<file path="src/mesh_single_use_vertex_counter_macros.svh">
// ----------------------------------------------------------------------------
// mesh_single_use_vertex_counter_macros
// Assertion macros for the single-use vertex counter. They expand to
// concurrent assertions in simulation and to nothing in synthesis.
// ----------------------------------------------------------------------------
`ifndef MESH_SINGLE_USE_VERTEX_COUNTER_MACROS_SVH
`define MESH_SINGLE_USE_VERTEX_COUNTER_MACROS_SVH

`ifndef SYNTHESIS

// Same-cycle implication, disabled during reset
`define MSUVC_ASSERT_IMP(lbl, clk, rstn, ante, cons) \
    lbl: assert property (@(posedge clk) disable iff (!rstn) (ante) |-> (cons)) \
        else $error("msuvc assertion failed");

// Next-cycle implication, disabled during reset
`define MSUVC_ASSERT_NXT(lbl, clk, rstn, ante, cons) \
    lbl: assert property (@(posedge clk) disable iff (!rstn) (ante) |=> (cons)) \
        else $error("msuvc assertion failed");

`else

`define MSUVC_ASSERT_IMP(lbl, clk, rstn, ante, cons)
`define MSUVC_ASSERT_NXT(lbl, clk, rstn, ante, cons)

`endif

`endif

</file>
<file path="src/msuvc_pkg.sv">
// ----------------------------------------------------------------------------
// msuvc_pkg
// Shared widths, hash constants and the request types passed between the
// hash front end, the request queue and the probe back end.
// ----------------------------------------------------------------------------
`timescale 1ns / 1ps

package msuvc_pkg;

    // Stream field widths
    localparam int FIELD_W     = 32;
    localparam int NUM_COORDS  = 9;
    localparam int IN_TDATA_W  = NUM_COORDS * FIELD_W;
    localparam int TALLY_W     = 11;
    localparam int OUT_TDATA_W = ((TALLY_W + 7) / 8) * 8;
    localparam int EXTRA_W     = 8;

    // Table geometry; the depth is a power of two so the hash reduces to a mask
    localparam int COORD_WIDTH = 32;
    localparam int TABLE_DEPTH = 1024;
    localparam int IDX_W       = $clog2(TABLE_DEPTH);
    localparam int KEY_W       = 3 * COORD_WIDTH;

    localparam logic [TALLY_W-1:0] TALLY_MAX = '1;

    // Vertex hash: three rounds of xor, multiply and xor-shift
    localparam int HASH_W     = 64;
    localparam int HASH_SHIFT = 29;
    localparam logic [HASH_W-1:0] HASH_INIT = 64'h9E37_79B9_7F4A_7C15;
    localparam logic [HASH_W-1:0] HASH_MUL  = 64'hFF51_AFD7_ED55_8CCD;

    // Request queue
    localparam int QUEUE_DEPTH = 4;
    localparam int QPTR_W      = $clog2(QUEUE_DEPTH);

    // One vertex insert request
    typedef struct packed {
        logic [KEY_W-1:0] key;
        logic [IDX_W-1:0] start;
        logic             last;
    } t_vtx_req;

    // Queue status seen by both sides
    typedef struct packed {
        logic full;
        logic empty;
    } t_q_stat;

endpackage

</file>
<file path="src/msuvc_hash_front.sv">
// ----------------------------------------------------------------------------
// msuvc_hash_front
// Accepts a triangle, hashes its three vertices one after another with a
// split 64-bit multiply, and pushes one insert request per vertex.
// ----------------------------------------------------------------------------
`timescale 1ns / 1ps

module msuvc_hash_front (
    input  logic                               i_clk,
    input  logic                               i_rst_n,
    input  logic                               i_s_tvalid,
    output logic                               o_s_tready,
    input  logic [msuvc_pkg::IN_TDATA_W-1:0]   i_s_tdata,
    input  logic                               i_s_tlast,
    input  logic                               i_clear_busy,
    input  msuvc_pkg::t_q_stat                 i_q_stat,
    output logic                               o_push,
    output msuvc_pkg::t_vtx_req                o_req
);

    typedef enum logic [1:0] {
        F_IDLE,
        F_MUL,
        F_MIX,
        F_PUSH
    } t_fstate;

    localparam logic [1:0] LAST_ROUND  = 2'd2;
    localparam logic [1:0] LAST_VERTEX = 2'd2;

    t_fstate                                r_state;
    logic [msuvc_pkg::COORD_WIDTH-1:0]      r_coord [msuvc_pkg::NUM_COORDS];
    logic                                   r_last;
    logic [1:0]                             r_vtx;
    logic [1:0]                             r_round;
    logic [msuvc_pkg::HASH_W-1:0]           r_h;
    logic [msuvc_pkg::HASH_W-1:0]           r_p0;
    logic [31:0]                            r_p1;
    logic [31:0]                            r_p2;

    logic [3:0]                             w_word_sel;
    logic [msuvc_pkg::HASH_W-1:0]           w_x;
    logic [msuvc_pkg::HASH_W-1:0]           w_p0;
    logic [31:0]                            w_p1;
    logic [31:0]                            w_p2;
    logic [msuvc_pkg::HASH_W-1:0]           w_m;
    logic [msuvc_pkg::HASH_W-1:0]           w_hn;

    // Current vertex always sits in the three lowest words
    assign w_word_sel = {2'b00, r_round};
    assign w_x = r_h ^ msuvc_pkg::HASH_W'(r_coord[w_word_sel]);

    // Partial products of the 64-bit multiply modulo 2^64
    assign w_p0 = msuvc_pkg::HASH_W'(w_x[31:0]) * msuvc_pkg::HASH_W'(msuvc_pkg::HASH_MUL[31:0]);
    assign w_p1 = w_x[31:0] * msuvc_pkg::HASH_MUL[63:32];
    assign w_p2 = w_x[63:32] * msuvc_pkg::HASH_MUL[31:0];

    // Combine partial products and fold
    assign w_m  = r_p0 + {r_p1 + r_p2, 32'h0};
    assign w_hn = w_m ^ (w_m >> msuvc_pkg::HASH_SHIFT);

    // Handshakes and request payload
    assign o_s_tready = (r_state == F_IDLE) && !i_clear_busy;
    assign o_push     = (r_state == F_PUSH) && !i_q_stat.full;
    assign o_req.key   = {r_coord[2], r_coord[1], r_coord[0]};
    assign o_req.start = r_h[msuvc_pkg::IDX_W-1:0];
    assign o_req.last  = r_last && (r_vtx == LAST_VERTEX);

    // Sequence the rounds and vertices
    always_ff @(posedge i_clk) begin
        if (!i_rst_n) begin
            r_state <= F_IDLE;
            r_vtx   <= '0;
            r_round <= '0;
        end else begin
            unique case (r_state)
                F_IDLE: begin
                    if (i_s_tvalid && o_s_tready) begin
                        for (int i = 0; i < msuvc_pkg::NUM_COORDS; i++) begin
                            r_coord[i] <= msuvc_pkg::COORD_WIDTH'(
                                i_s_tdata[i*msuvc_pkg::FIELD_W +: msuvc_pkg::FIELD_W]);
                        end
                        r_last  <= i_s_tlast;
                        r_vtx   <= '0;
                        r_round <= '0;
                        r_h     <= msuvc_pkg::HASH_INIT;
                        r_state <= F_MUL;
                    end
                end
                F_MUL: begin
                    r_p0    <= w_p0;
                    r_p1    <= w_p1;
                    r_p2    <= w_p2;
                    r_state <= F_MIX;
                end
                F_MIX: begin
                    r_h <= w_hn;
                    if (r_round == LAST_ROUND) begin
                        r_round <= '0;
                        r_state <= F_PUSH;
                    end else begin
                        r_round <= r_round + 2'd1;
                        r_state <= F_MUL;
                    end
                end
                F_PUSH: begin
                    if (!i_q_stat.full) begin
                        if (r_vtx == LAST_VERTEX) begin
                            r_state <= F_IDLE;
                        end else begin
                            // Shift the next vertex into the low words
                            for (int i = 0; i < msuvc_pkg::NUM_COORDS - 3; i++) begin
                                r_coord[i] <= r_coord[i+3];
                            end
                            r_vtx   <= r_vtx + 2'd1;
                            r_h     <= msuvc_pkg::HASH_INIT;
                            r_state <= F_MUL;
                        end
                    end
                end
                default: r_state <= F_IDLE;
            endcase
        end
    end

endmodule

</file>
<file path="config.mk">
export PLATFORM = sky130hd
export DESIGN_NAME = msuvc_hash_front
export DESIGN_NICKNAME = d
export VERILOG_FILES = /design/src/mesh_single_use_vertex_counter_macros.svh /design/src/msuvc_pkg.sv /design/src/msuvc_hash_front.sv
export SDC_FILE = /design/constraint.sdc
export NUM_CORES = 2
export LEC_CHECK = 0
export ABC_AREA = 1
export BUFFER_PORTS_ARGS = -buffer_cell sky130_fd_sc_hd__buf_2
export CAP_MARGIN = 10
export CORE_MARGIN = 2
export CORE_UTILIZATION = 35
export DETAILED_ROUTE_END_ITERATION = 16
export HOLD_SLACK_MARGIN = 0.08
export PLACE_DENSITY = 0.55
export RECOVER_POWER = 50
export SETUP_SLACK_MARGIN = 0.2
export SLEW_MARGIN = 20
export SYNTH_ARGS = -nofsm -noshare
export SYNTH_HDL_FRONTEND = slang
export SYNTH_SLANG_ARGS = --single-unit
export TNS_END_PERCENT = 5
</file>
<file path="constraint.sdc">
create_clock -name i_clk -period 23.8 [get_ports i_clk]
set_clock_uncertainty 0.1 [all_clocks]
set_input_delay 4.76 -clock i_clk [delete_from_list [all_inputs] [get_ports i_clk]]
set_output_delay 4.76 -clock i_clk [all_outputs]
set_load 0.01 [all_outputs]
</file>
# == Word-level counts from Yosys, hierarchy flattened ==
# Memory sizes are Yosys's and may differ from the RTL's. A register that Yosys moved wholly into a read port is not among the register bits.
# Index checks and enable logic that the tools add are counted.
# op_classes
n_addsub,4
mul,3
n_eq_ne,8
mux,32
bitwise_logic,8
reduce_logical,16
# ops
op,count
two-way mux 32 bit,6
two-way mux 64 bit,3
one-hot mux 64 bit (3 select lines),1
adder 64 bit,1
"multiplier 32 x 32 -> 64 bit, second input constant",1
XOR 64 x 32 -> 64 bit,1
XOR 64 x 35 -> 64 bit,1
adder 32 bit,1
"multiplier 32 x 25 -> 32 bit, second input constant",1
"multiplier 32 x 30 -> 32 bit, second input constant",1
two-way mux 2 bit,7
two-way mux 1 bit,10
"== test 2 bit, second input constant",4
two-way mux 4 bit,2
one-hot mux 2 bit (2 select lines),2
one-hot mux 2 bit (4 select lines),1
bitwise OR 1 bit,6
AND reduction 2 bit,3
AND reduction 5 bit,1
"adder 2 x 1 -> 2 bit, second input constant",2
logical AND 1 bit,4
"!= test 2 bit, second input constant",2
AND reduction 4 bit,1
nonzero test 2 bit,2
other kinds (6),7
# word_totals
reg_bits,199
ramBits,288
in_bits,295
n_memories,1
# memory_table
name,words,word_bits,rd,rd_clocked_by_memory_dff,write_ports,line,rtl
r_coord,9,32,10,1,9,msuvc_hash_front.sv:32,logic [msuvc_pkg::COORD_WIDTH-1:0] r_coord [msuvc_pkg::NUM_COORDS];

# == Depth between registers and ports, before layout ==
# depth
ltp_word,8
ltp_mapped,39
depth_no_buf,37

# == Least setup slack after synthesis ==
# Ideal clock, no wire load.
# synth_path
path_type,input -> register
start,input port i_clear_busy
end,"memory r_coord[0][0] in the netlist's numbering, enable pin"
arrival_time_ns,18.710
t_required_ns,22.690
setup_slack_ns,3.979
stages,3
n_path_buf,0
cell_sequence,nor3_1 > nand2_1 > o21ai_0
# synth_lines
item,line,rtl
from (decl),msuvc_hash_front.sv:15,"input logic i_clear_busy,"
to (decl),msuvc_hash_front.sv:32,

==> impl_metrics.toml <==
[layout]
drive_gt1_share_pct = 9.40
nets = 8392
final_cell_mix = "inv_1 (1536), fa_1 (841), nand2_1 (829)"
final_common_cell = "inv_1"
syn2layout_area_growth_pct = 10.8

[floorplan]
die_h_um = 417
dieWidth_um = 417
core-area_um2 = 169000
rows = 151
start_util_pct = 35.3
pin_count = 404
fp.dieArea_um2 = 174000

[timing]
slew_violations = 567
rsz0062_at_grt = "no"
fin_tns_setup_ns = 0
hold_violations = 0
timing.fmax_mhz = 70.3
worst_pin_slew_ns = 8.24
fin_crit_sh_pct = 59.8
finalSetupViolations = 0
min_period_ns = 14.23
slew_headroom_pct = -449

[worst_setup_path]
cp-end-kind = "flip-flop"
worstPathArrival_ns = 14.50
critPathKind = "flip-flop to flip-flop"
worstPathRequired_ns = 24.07
path_max_fanout = 47
cp_common_cell = "inv_1"
setup.worst_path.start_class = "flip-flop"
crit_path_max_incr_delay_ns = 2.10
cp_slowest_cell = "clkinvlp_2"

[clocking]
cts_resized = 0
cts_tree = "done"
clk-insertion-delay-late_ns = 0.65
cts_num_sinks = 488
cts_buffers = 53
root_buffer = "clkbuf_16"
clk_pin_slew_ns = 0.07
post_cts.repair.setup_buffers = 0
postCtsHoldBufs = 0
clock_path_buffers = 3
htreeDepth = 2

[job]
cap_violations = 9

[global_routing]
grt_pass1_vias = 45300
antenna_found_initial = 18
grt_max_degree = 166
grt_pass1_wl_mm = 296
grt_overflow = 0
groute.usage.overall_pct = 23.2

[logic_synthesis]
ys_seq_area_share_pct = 24.4
synth_warnings = 0
syn_inst = 6079
syn_nets = 7961
ys_ff_latch = 488
synth_largest_area_cell = "fa_1"
syn_area_per_cell_um2 = 9.83
ys_types = 52
syn_area_um2 = 59800
synth_top_area_share_pct = 28.2
synthTopCellsByArea = "fa_1 (28%), edfxtp_1 (24%), ha_1 (16%)"

[route]
num_vias = 42800
drt_pass1_iterations = 7
drc = 0
wl_mm = 200
wire_per_inst_um = 22.8
post_drt_via_cell_ratio = 4.88
drt_iter0_markers = 3086
antenna_left = 0

[place]
routabilityCongestion = 0.953
dpl.hpwl_mm = 176
port_buffers = 402

[min_path]
hp-class = "flip-flop to flip-flop"
hold_start = "r_vtx[0]"

[run_status]
failed_checks = "capacitance limit, slew limit"
status = "finished, violations left"
[cells in the mapped netlist (all sizes together)]
master and count:
a21o 24, dfxtp 8, edfxtp 480, o211ai 5, nor3 36, and3 5, xor2 131, fa 841
nand3b 18, and2 7, o21bai 23, o2111ai 1, nor4 8, or2 17, o221ai 1, nor2 297
clkinv 1, a211oi 4, o21ai 191, buf 45, nand4 29, a21oi 294, nand3 190, a31oi 18
o31ai 1, a21boi 3, o21a 3, mux2 163, inv 1551, ha 746, xnor2 82, nand2 837
clkbuf 18, nor3b 1
[state kept, by name (all words and copies together) (netlist names), named ones only]
signal / flops
r_round: 2
r_state: 2
r_coord: 288
r_vtx: 2
r_p1: 31
r_p2: 32
r_last: 1
r_p0: 64
r_h: 64
[stage by stage]
stage | setup WS (ns) | cells | util (%) | hold slack [ns] | instance area [um^2]
6_report | 9.57 | 8776 | 39.1 | 0.393 | 66200
5_1_grt | 8.90 | 8772 | 39.1 | 0.440 | 66200
4_1_cts | 13.58 | 8768 | 39.2 | 0.392 | 66400
3_5_place_dp | 13.63 | 8673 | 38.1 | 0.382 | 64600
3_3_place_gp | 13.66 | 8673 | 38.1 | 0.360 | 64600
2_1_floorplan | 3.98 | 6079 | - | 0.349 | 59800
[area by class of cell]
class | count | area, um^2
inverter | 1552 | 5830
multi-input combinational | 3976 | 39100
tap | 2218 | 2780
antenna | 8 | 20.0
clock inverter | 30 | 422
fill | 16900 | 103000
clock buffer | 65 | 1370
timing repair buffer | 439 | 2110
sequential | 488 | 14600
[path summary, 6_finish.rpt]
kind	cells past startpoint	slack [ns]	endpoint
max	33	9.57	r_p0[37]
min	2	0.39	r_vtx[0]
max reg2reg	33	9.57	r_p0[37]
min reg2reg	2	0.39	r_vtx[0]
[kinds of logic after synthesis]
group / count (synthesis) / synth area share (%)
AOI/OAI and AO/OA: 568 / 5.14
adders and majority gates: 1587 / 43.8
DFF: 488 / 24.4
and+or+nand+nor: 1445 / 10.0
xor gates and xnor gates: 213 / 3.27
buffers and inverters: 1615 / 10.3
muxes: 163 / 3.07
[per-layer routing]
| layer | up-vias | track usage [%] | wire (um) |
|---|---|---|---|
| li1 | 20000 | - | - |
| met1 | 21300 | 30.7 | 85900 |
| met2 | 1274 | 39.2 | 96000 |
| met3 | 270 | 2.99 | 10600 |
| met4 | 8 | 7.60 | 7620 |
| met5 | - | 0 | 47 |
[critical path, delay by kind of cell, from the launching register on]
| family | cells | cell delay, ns |
|---|---|---|
| buf+inv | 11 | 5.95 |
| fa+ha+maj | 9 | 4.34 |
| simple gates | 9 | 1.62 |
| compound gates | 2 | 0.95 |
| xor+xnor | 2 | 0.59 |
| flops | 1 | 0.31 |
Power is not shown: default switching activity piles up to over one toggle a cycle in this logic, so the estimate is an artifact.
