==> config.mk <==
export PLATFORM = sky130hd
export DESIGN_NAME = msuvc_queue
export DESIGN_NICKNAME = d
export VERILOG_FILES = /design/src/mesh_single_use_vertex_counter_macros.svh /design/src/msuvc_pkg.sv /design/src/msuvc_queue.sv
export SDC_FILE = /design/constraint.sdc
export NUM_CORES = 1
export LEC_CHECK = 0
export BUFFER_PORTS_ARGS = -buffer_cell sky130_fd_sc_hd__clkbuf_2
export CORE_ASPECT_RATIO = 1.25
export CORE_MARGIN = 3
export CORE_UTILIZATION = 35
export CTS_BUF_LIST = sky130_fd_sc_hd__clkbuf_16
export DETAILED_ROUTE_END_ITERATION = 8
export RECOVER_POWER = 50
export SLEW_MARGIN = 20
export SYNTH_ARGS = -nofsm -noshare
export SYNTH_HDL_FRONTEND = slang
export SYNTH_SLANG_ARGS = --single-unit
==> constraint.sdc <==
create_clock -name i_clk -period 4.5 [get_ports i_clk]
set_input_delay 0.45 -clock i_clk [delete_from_list [all_inputs] [get_ports i_clk]]
set_output_delay 0.45 -clock i_clk [all_outputs]
set_load 0.05 [all_outputs]
==> src/mesh_single_use_vertex_counter_macros.svh <==
// ----------------------------------------------------------------------------
// mesh_single_use_vertex_counter_macros
// Assertion macros for the single-use vertex counter. They expand to
// concurrent assertions in simulation and to nothing in synthesis.
// ----------------------------------------------------------------------------
`ifndef MESH_SINGLE_USE_VERTEX_COUNTER_MACROS_SVH
`define MESH_SINGLE_USE_VERTEX_COUNTER_MACROS_SVH

`ifndef SYNTHESIS

// Same-cycle implication, disabled during reset
`define MSUVC_ASSERT_IMP(lbl, clk, rstn, ante, cons) \
    lbl: assert property (@(posedge clk) disable iff (!rstn) (ante) |-> (cons)) \
        else $error("msuvc assertion failed");

// Next-cycle implication, disabled during reset
`define MSUVC_ASSERT_NXT(lbl, clk, rstn, ante, cons) \
    lbl: assert property (@(posedge clk) disable iff (!rstn) (ante) |=> (cons)) \
        else $error("msuvc assertion failed");

`else

`define MSUVC_ASSERT_IMP(lbl, clk, rstn, ante, cons)
`define MSUVC_ASSERT_NXT(lbl, clk, rstn, ante, cons)

`endif

`endif

==> src/msuvc_pkg.sv <==
// ----------------------------------------------------------------------------
// msuvc_pkg
// Shared widths, hash constants and the request types passed between the
// hash front end, the request queue and the probe back end.
// ----------------------------------------------------------------------------
`timescale 1ns / 1ps

package msuvc_pkg;

    // Stream field widths
    localparam int FIELD_W     = 32;
    localparam int NUM_COORDS  = 9;
    localparam int IN_TDATA_W  = NUM_COORDS * FIELD_W;
    localparam int TALLY_W     = 11;
    localparam int OUT_TDATA_W = ((TALLY_W + 7) / 8) * 8;
    localparam int EXTRA_W     = 8;

    // Table geometry; the depth is a power of two so the hash reduces to a mask
    localparam int COORD_WIDTH = 32;
    localparam int TABLE_DEPTH = 1024;
    localparam int IDX_W       = $clog2(TABLE_DEPTH);
    localparam int KEY_W       = 3 * COORD_WIDTH;

    localparam logic [TALLY_W-1:0] TALLY_MAX = '1;

    // Vertex hash: three rounds of xor, multiply and xor-shift
    localparam int HASH_W     = 64;
    localparam int HASH_SHIFT = 29;
    localparam logic [HASH_W-1:0] HASH_INIT = 64'h9E37_79B9_7F4A_7C15;
    localparam logic [HASH_W-1:0] HASH_MUL  = 64'hFF51_AFD7_ED55_8CCD;

    // Request queue
    localparam int QUEUE_DEPTH = 4;
    localparam int QPTR_W      = $clog2(QUEUE_DEPTH);

    // One vertex insert request
    typedef struct packed {
        logic [KEY_W-1:0] key;
        logic [IDX_W-1:0] start;
        logic             last;
    } t_vtx_req;

    // Queue status seen by both sides
    typedef struct packed {
        logic full;
        logic empty;
    } t_q_stat;

endpackage

==> src/msuvc_queue.sv <==
// ----------------------------------------------------------------------------
// msuvc_queue
// Small first-in first-out buffer of vertex insert requests between the
// hash front end and the probe back end.
// ----------------------------------------------------------------------------
`timescale 1ns / 1ps

module msuvc_queue (
    input  logic                   i_clk,
    input  logic                   i_rst_n,
    input  logic                   i_push,
    input  msuvc_pkg::t_vtx_req    i_push_req,
    input  logic                   i_pop,
    output msuvc_pkg::t_vtx_req    o_head,
    output msuvc_pkg::t_q_stat     o_stat
);

    msuvc_pkg::t_vtx_req              r_mem [msuvc_pkg::QUEUE_DEPTH];
    logic [msuvc_pkg::QPTR_W-1:0]     r_wr_ptr;
    logic [msuvc_pkg::QPTR_W-1:0]     r_rd_ptr;
    logic [msuvc_pkg::QPTR_W:0]       r_count;

    assign o_head       = r_mem[r_rd_ptr];
    assign o_stat.full  = (r_count == (msuvc_pkg::QPTR_W + 1)'(msuvc_pkg::QUEUE_DEPTH));
    assign o_stat.empty = (r_count == '0);

    // Store pushed requests
    always_ff @(posedge i_clk) begin
        if (i_push) begin
            r_mem[r_wr_ptr] <= i_push_req;
        end
    end

    // Advance pointers and occupancy
    always_ff @(posedge i_clk) begin
        if (!i_rst_n) begin
            r_wr_ptr <= '0;
            r_rd_ptr <= '0;
            r_count  <= '0;
        end else begin
            if (i_push) begin
                r_wr_ptr <= r_wr_ptr + 1'b1;
            end
            if (i_pop) begin
                r_rd_ptr <= r_rd_ptr + 1'b1;
            end
            if (i_push && !i_pop) begin
                r_count <= r_count + 1'b1;
            end else if (i_pop && !i_push) begin
                r_count <= r_count - 1'b1;
            end
        end
    end

endmodule

Word level (Yosys, flattened, before mapping)
Memory sizes are Yosys's and may differ from the RTL's. A register that Yosys moved wholly into a read port is not among the register bits. Index checks and enable logic that the tools add are counted.

Word-level logic and storage cells: 21. Memories: 1. Memory bits (writable): 428. Output and inout port bits: 109. Input bits: 111. Bits in registers: 7.

Memory list: r_mem (depth 4, bits a word 107, rd ports 1, clocked after Yosys merged registers in 1, wr ports 1, line msuvc_queue.sv:18) `msuvc_pkg::t_vtx_req r_mem [msuvc_pkg::QUEUE_DEPTH];`.

Reduce and logical (&&, ||, !) cells: 6. Multiplexer cells: 6. Eq/ne operators: 1. $add $sub $neg: 4.

Operators with widths (count): 2-to-1 mux 3 bit (2); adder 2 x 1 -> 2 bit, second input constant (2); 2-to-1 mux 2 bit (2); adder 3 x 1 -> 3 bit, second input constant (1); equality test 3 bit, second input constant (1); logical NOT 3 bit (1); subtractor 3 x 1 -> 3 bit, second input constant (1); logical AND 1 bit (2); logical NOT 1 bit (2); 2-to-1 mux 1 bit (2); nonzero test 2 bit (1).

Depth between registers and ports, before layout
Gate-level depths: netlist of run 1.

Word-level depth: 4. Mapped depth: 7. Gate-level depth less buffers: 7.

Least setup slack after synthesis of run 1
OpenSTA, ideal clock, no wires.

Kind: reg2reg. Start point: reg r_wr_ptr[0] (netlist name). End point: mem r_mem[0][0] (netlist name), enable pin. Cell stages (with the launch flop): 4. Arrival: 3009 ps. Setup time: 478 ps. Setup slack: 1014 ps. Period minus slack after synthesis: 3486 ps. Path buffers: 0. Required time: 4022 ps. Path through: dfxtp_1 inv_1 ha_1 and2_1.

RTL lines: from (decl) (line msuvc_queue.sv:19) `logic [msuvc_pkg::QPTR_W-1:0] r_wr_ptr;`; from (signal assigned) (line msuvc_queue.sv:42) `r_wr_ptr <= r_wr_ptr + 1'b1;`; to (decl) (line msuvc_queue.sv:18).

Straight into the memory's write port.

Final worst setup path of run 1
Start point: reg r_wr_ptr[0] (netlist name). End point: mem r_mem[0][97] (netlist name), enable pin.

Straight into the memory's write port.

==> impl_metrics.yaml, run 1 <==
outcome:
  status: "finished, violations left"
  violations: "max-capacitance violations, max-slew violations"
clock_network:
  cts_buffer_depth: 3
  cts_tree: "yes"
  clockRootBuffer: "clkbuf_16"
  post_cts_buffers: 0
  clkTransAtPathRegs_ns: 0.07
  cts_resized: 0
  cts_htree_levels: 2
  cts.sinks: 437
  cts_inserted_buffers: 46
  holdBufCountCts: 0
  insertion_delay_ns: 0.56
floorplanning:
  initial_utilization: 0.357
  io_pins: 220
  die-area_um2: 47900
  fp.dieW_um: 196
  fp.dieH_um: 244
  core-area_um2: 44400
  row_count: 86
critical_path:
  critical_path.startpoint: "r_wr_ptr[0]$_SDFFE_PN0P_"
  cpPeakStageDelay_ns: 1.43
  setup.worst_path.end_class: "register"
  crit_cells: 4
  timing.rr.end: "r_mem[0][97]$_DFFE_PP_"
  crit_arrival_ns: 3.41
  reg2reg_depth: 4
  path_cells: "inv_1, ha_1, and2_0, buf_4"
  r2r-start: "r_wr_ptr[0]$_SDFFE_PN0P_"
  critPathBufInv: 2
  critPathKind: "reg2reg"
  cp_slowest_cell: "and2_0"
  cp-start-kind: "register"
  worst_path_dominant_cell_family: "simple AND/OR/NAND/NOR gates"
  path_max_fanout: 43
  cp_data_required_time_ns: 4.68
  regToRegSetupSlack_ns: 1.27
  cp-endpoint: "r_mem[0][97]$_DFFE_PP_"
final_layout:
  instances_no_fill: 1463
  final_cell_mix: "edfxtp_1, clkbuf_2, clkbuf_1"
  layout-drive-gt1-share: 0.326
  nNetsFinal: 973
  syn2layout_area_growth_pct: 19.8
  layout_commonest_cell: "edfxtp_1"
logic_synthesis:
  postSynthCellCount: 602
  synth_area_um2: 15900
  ys_ff_latch: 437
  ys_warn_count: 0
  synth_nets: 719
  synth_cell_types: 21
  seq_area_frac_synth: 0.821
  avgSynthCellArea_um2: 26.4
power_and_ir_drop:
  p_leak_nw: 6.14
  powerDensity_nw_per_um2: 509
  vdd_ir_drop_max_v: 0.000347
sta:
  period_minus_slack_ns: 3.23
  fmax_ghz: 0.310
  rsz0062_at_grt: "false"
  tightest_slew_ns: 2.31
  slew_headroom: -0.542
  setup_tns_ns: 0
  hold_viol_final: 0
  slew_viol_final: 108
  finClkSkew_ns: 0.0208
  fin_crit_sh: 0.718
  setup_viol: 0
place:
  place_congestion: 0.693
  io_buffers: 219
  post-dp-hpwl_um: 18600
  dp.cells: 1380
routing:
  drc: 0
  num_vias: 6963
  avgRoutedWirePerCell_um: 21.3
  dr.pass1.iters: 5
  viasPerCell: 4.76
  drt_iter0_markers: 381
  wl_um: 31200
  antenna_left: 0
global_route:
  use_met3: 0.0354
  grt_remaining_overflow: 0
  grt_max_degree: 68
  track_usage: 0.132
  antenna_found_initial: 2
  grt_use_met2: 0.225
  grt_pass1_vias: 7726
  met1_usage: 0.164
  grt_pass1_wl_um: 47800
  busiest_layer: "met2"
job:
  maxCapViolCount: 3
min_path:
  worstHoldStart: "i_push_req[23]"
  hold_path.class: "in2reg"
## per-stage QoR
stage / utilization / cell area (µm²) / hold WS [ns] / power, mW / worst slack [ns]
after detailed placement: 0.398 / 17700 / 0.496 / 6.17 / 1.83
after floorplan: - / 15900 / 0.472 / 5.80 / 1.01
after global placement: 0.398 / 17700 / 0.488 / 6.15 / 1.82
after CTS: 0.431 / 19100 / 0.0450 / 9.84 / 1.20
final: 0.428 / 19000 / 0.132 / 9.66 / 1.27
after global routing: 0.428 / 19000 / 0.121 / 10.1 / 0.946
## cell usage after synthesis, drive strengths merged
cell type	instances	area, µm²
mux2i	2	20.0
nor3	1	5.00
and2	9	56.3
buf	17	131
or3	1	6.26
fa	1	20.0
xor2	3	26.3
ha	5	62.6
nor3b	1	7.51
mux4	107	2410
o21ai	1	5.00
nor2b	2	12.5
nand2	1	3.75
xnor2	2	17.5
inv	4	15.0
edfxtp	428	12900
a21boi	1	7.51
clkbuf	7	26.3
dfxtp	9	180
## power by group
| group | total, mW | internal (mW) | switching [mW] |
|---|---|---|---|
| Sequential | 4.75 | 4.68 | 0.0727 |
| Combinational | 1.28 | 0.366 | 0.911 |
| Clock | 3.63 | 2.17 | 1.47 |
| Total | 9.66 | 7.21 | 2.45 |
## layout make-up
cell class                      instances  area [µm²]
Fill cell                            3864       25400
Inverter                                4        15.0
Antenna cell                            1        2.50
Tap cell                              572         716
Clock inverter                         35         283
Multi-Input combinational cell        137        2660
Sequential cell                       437       13000
Clock buffer                           47        1180
Timing Repair Buffer                  230        1110
## flip-flops by register name, indices dropped and copies added, names as in the netlist, named ones only
name / count
r_wr_ptr: 2
r_mem: 428
r_count: 3
r_rd_ptr: 2
## worst register-to-register path: cells and delay by family, from the launching register on
kind | cells | cell delay (ns)
buffers and inverters | 2 | 0.83
adders and majority gates | 1 | 0.13
and+or+nand+nor | 1 | 1.43
DFF | 1 | 0.36
## worst min-delay path by stage
stage	endpoint	cells past startpoint
after floorplan	r_count[2]$_SDFFE_PN0P_	2
final	r_mem[3][23]$_DFFE_PP_	1
after detailed placement	r_count[2]$_SDFFE_PN0P_	2
after global routing	r_mem[3][23]$_DFFE_PP_	1
after CTS	r_mem[3][23]$_DFFE_PP_	1
after global placement	r_count[2]$_SDFFE_PN0P_	2
## logic make-up after synthesis
kind of cell    synth area share
flops                      0.821
fa+ha+maj                0.00521
mux                        0.153
buf+inv                   0.0109
simple gates             0.00576
compound gates          0.000789
xor+xnor                 0.00276
## routing by layer
layer  vias to the layer above  wire (µm)
met5                         -         20
met4                         2        735
met3                        50       1920
met2                       196      16000
met1                      3612      12600
li1                       3103          -
Power figures use the tool's default switching activity.
==> run 2, diff against run 1 <==
==> constraint.sdc (replaced) <==
create_clock -name i_clk -period 2.95 [get_ports i_clk]
set_input_delay 0.295 -clock i_clk [delete_from_list [all_inputs] [get_ports i_clk]]
set_output_delay 0.295 -clock i_clk [all_outputs]
set_load 0.05 [all_outputs]
==> run 2 against run 1 <==
Compared with the run above:
- sequential share of layout area decreased by 3.5 points
- the flow still finishes with violations (max-capacitance violations, max-slew violations)
- worst hold slack got worse by 0.066 ns
- cell count increased by 7.6%
- core utilization increased by 2.3 points
- sequential power increased by 52%
- worst setup slack got worse by 0.98 ns
- critical endpoint is now o_head[16]
==> impl_metrics.yaml, run 2 (synthesized netlist as in run 1, its figures left out) <==
final_layout:
  layout_commonest_cell: "edfxtp_1"
  syn2layout_area_growth_pct: 26.1
  top_regs: "r_mem x428, r_count x3"
  largest_reg_flops: 428
  final_area_um2: 20000
  top_register: "r_mem"
  nFillCells: 3791
  layout-drive-gt1-share: 0.292
  seqCellArea_um2: 13000
  nNetsFinal: 1082
  multi_input_area_um2: 2670
  final_cell_mix: "edfxtp_1, clkbuf_2, mux4_2, dlygate4sd3_1, clkbuf_1"
clock_network:
  post_cts_buffers: 0
  cts_htree_levels: 2
  clkTransAtPathRegs_ns: 0.06
  insertion_delay_ns: 0.55
  cts.sinks: 437
  cts_tree: "yes"
  cts_inserted_buffers: 43
  clockRootBuffer: "clkbuf_16"
  cts_buffer_depth: 3
sta:
  slew_viol_final: 28
  setup_viol: 0
  slew_headroom: -0.172
  hold_viol_final: 0
  fmax_ghz: 0.375
  period_minus_slack_ns: 2.66
  setup_tns_ns: 0
  fin_crit_sh: 0.903
  worst_slack_ns: 0.287
  finClkSkew_ns: 0.0186
  rsz0062_at_grt: "false"
  tightest_slew_ns: 1.76
critical_path:
  critPathKind: "reg2out"
  path_cells: "buf_12, mux4_2, clkbuf_2"
  path_max_fanout: 34
  cp_data_required_time_ns: 2.65
  cp_slowest_cell: "dfxtp_4"
  setup.worst_path.end_class: "output pin"
  cp-start-kind: "register"
  cpPeakStageDelay_ns: 0.61
  crit_arrival_ns: 2.37
routing:
  avgRoutedWirePerCell_um: 20.5
  drc: 0
  viasPerCell: 4.77
  num_vias: 7512
  drt_iter0_markers: 332
  wl_um: 32300
  dr.pass1.iters: 5
  antenna_left: 0
floorplanning:
  row_count: 86
  fp.dieW_um: 196
  fp.dieH_um: 244
  initial_utilization: 0.357
  die-area_um2: 47900
  io_pins: 220
  core-area_um2: 44400
min_path:
  hold_path.class: "in2reg"
place:
  pre_cts_slack_ns: 0.781
  place_area_um2: 17800
  place_congestion: 0.684
  post-dp-hpwl_um: 19100
  io_buffers: 219
outcome:
  status: "finished, violations left"
  violations: "max-capacitance violations, max-slew violations"
global_route:
  track_usage: 0.136
  antenna_found_initial: 4
  grt_max_degree: 78
  grt_pass1_vias: 8439
  grt_remaining_overflow: 0
  grt_pass1_wl_um: 50000
job:
  maxCapViolCount: 1
power_and_ir_drop:
  powerDensity_nw_per_um2: 717
  vdd_ir_drop_max_v: 0.000547
  p_leak_nw: 6.55
[run 2: where the power goes]
part,switching [mW],total (mW),internal [mW],leakage [nW]
Combinational,1.44,2.11,0.668,1.87
Sequential,0.0957,7.23,7.14,4.01
Clock,2.19,5.01,2.82,0.681
Total,3.72,14.4,10.6,6.55
[run 2: routing by layer]
layer | wire, µm | share of wire | vias to the layer above | global-route usage
met5 | 17 | 0.00053 | - | 0
met1 | 13100 | 0.41 | 3949 | 0.169
met4 | 592 | 0.018 | 2 | 0.0346
li1 | - | - | 3330 | -
met2 | 16700 | 0.52 | 187 | 0.238
met3 | 1820 | 0.056 | 44 | 0.0373
[run 2: cell type report]
| cell class | count | share of cell area |
|---|---|---|
| Antenna cell | 3 | 0.000375 |
| Clock buffer | 43 | 0.0538 |
| Clock inverter | 36 | 0.0108 |
| Inverter | 4 | 0.000750 |
| Multi-Input combinational cell | 137 | 0.133 |
| Sequential cell | 437 | 0.652 |
| Tap cell | 572 | 0.0358 |
| Timing Repair Buffer | 342 | 0.114 |
[run 2: final timing paths]
path	endpoint	start	slack, ns	cells after the start
setup / recovery	o_head[16]	register	0.29	3
setup reg to reg	r_mem[3][72]$_DFFE_PP_	r_wr_ptr[0]$_SDFFE_PN0P_	0.33	3
hold / removal	r_rd_ptr[0]$_SDFFE_PN0P_	i_rst_n	0.07	2
hold reg to reg	r_count[2]$_SDFFE_PN0P_	r_count[2]$_SDFFE_PN0P_	0.52	2
[run 2: timing repair]
action                                 4_1_cts  5_1_grt
endpoints found under the hold margin      428        0
hold buffers                               107        0
gates resized for setup                      0        0
[run 2: worst max-delay path: cells and delay by family (launching register included)]
kind / cells / cell delay [ns]
muxes: 1 / 0.57
DFF: 1 / 0.61
buffers and inverters: 2 / 0.58
[run 2: per-stage QoR]
stage | power, mW | hold WS, ns | cells | utilization
after CTS | 14.6 | 0.0131 | 1571 | 0.454
after global placement | 9.40 | 0.490 | 1385 | 0.400
final | 14.4 | 0.0661 | 1574 | 0.450
after floorplan | 8.83 | 0.394 | 602 | -
after detailed placement | 9.42 | 0.510 | 1385 | 0.400
after global routing | 14.9 | 0.0460 | 1572 | 0.450
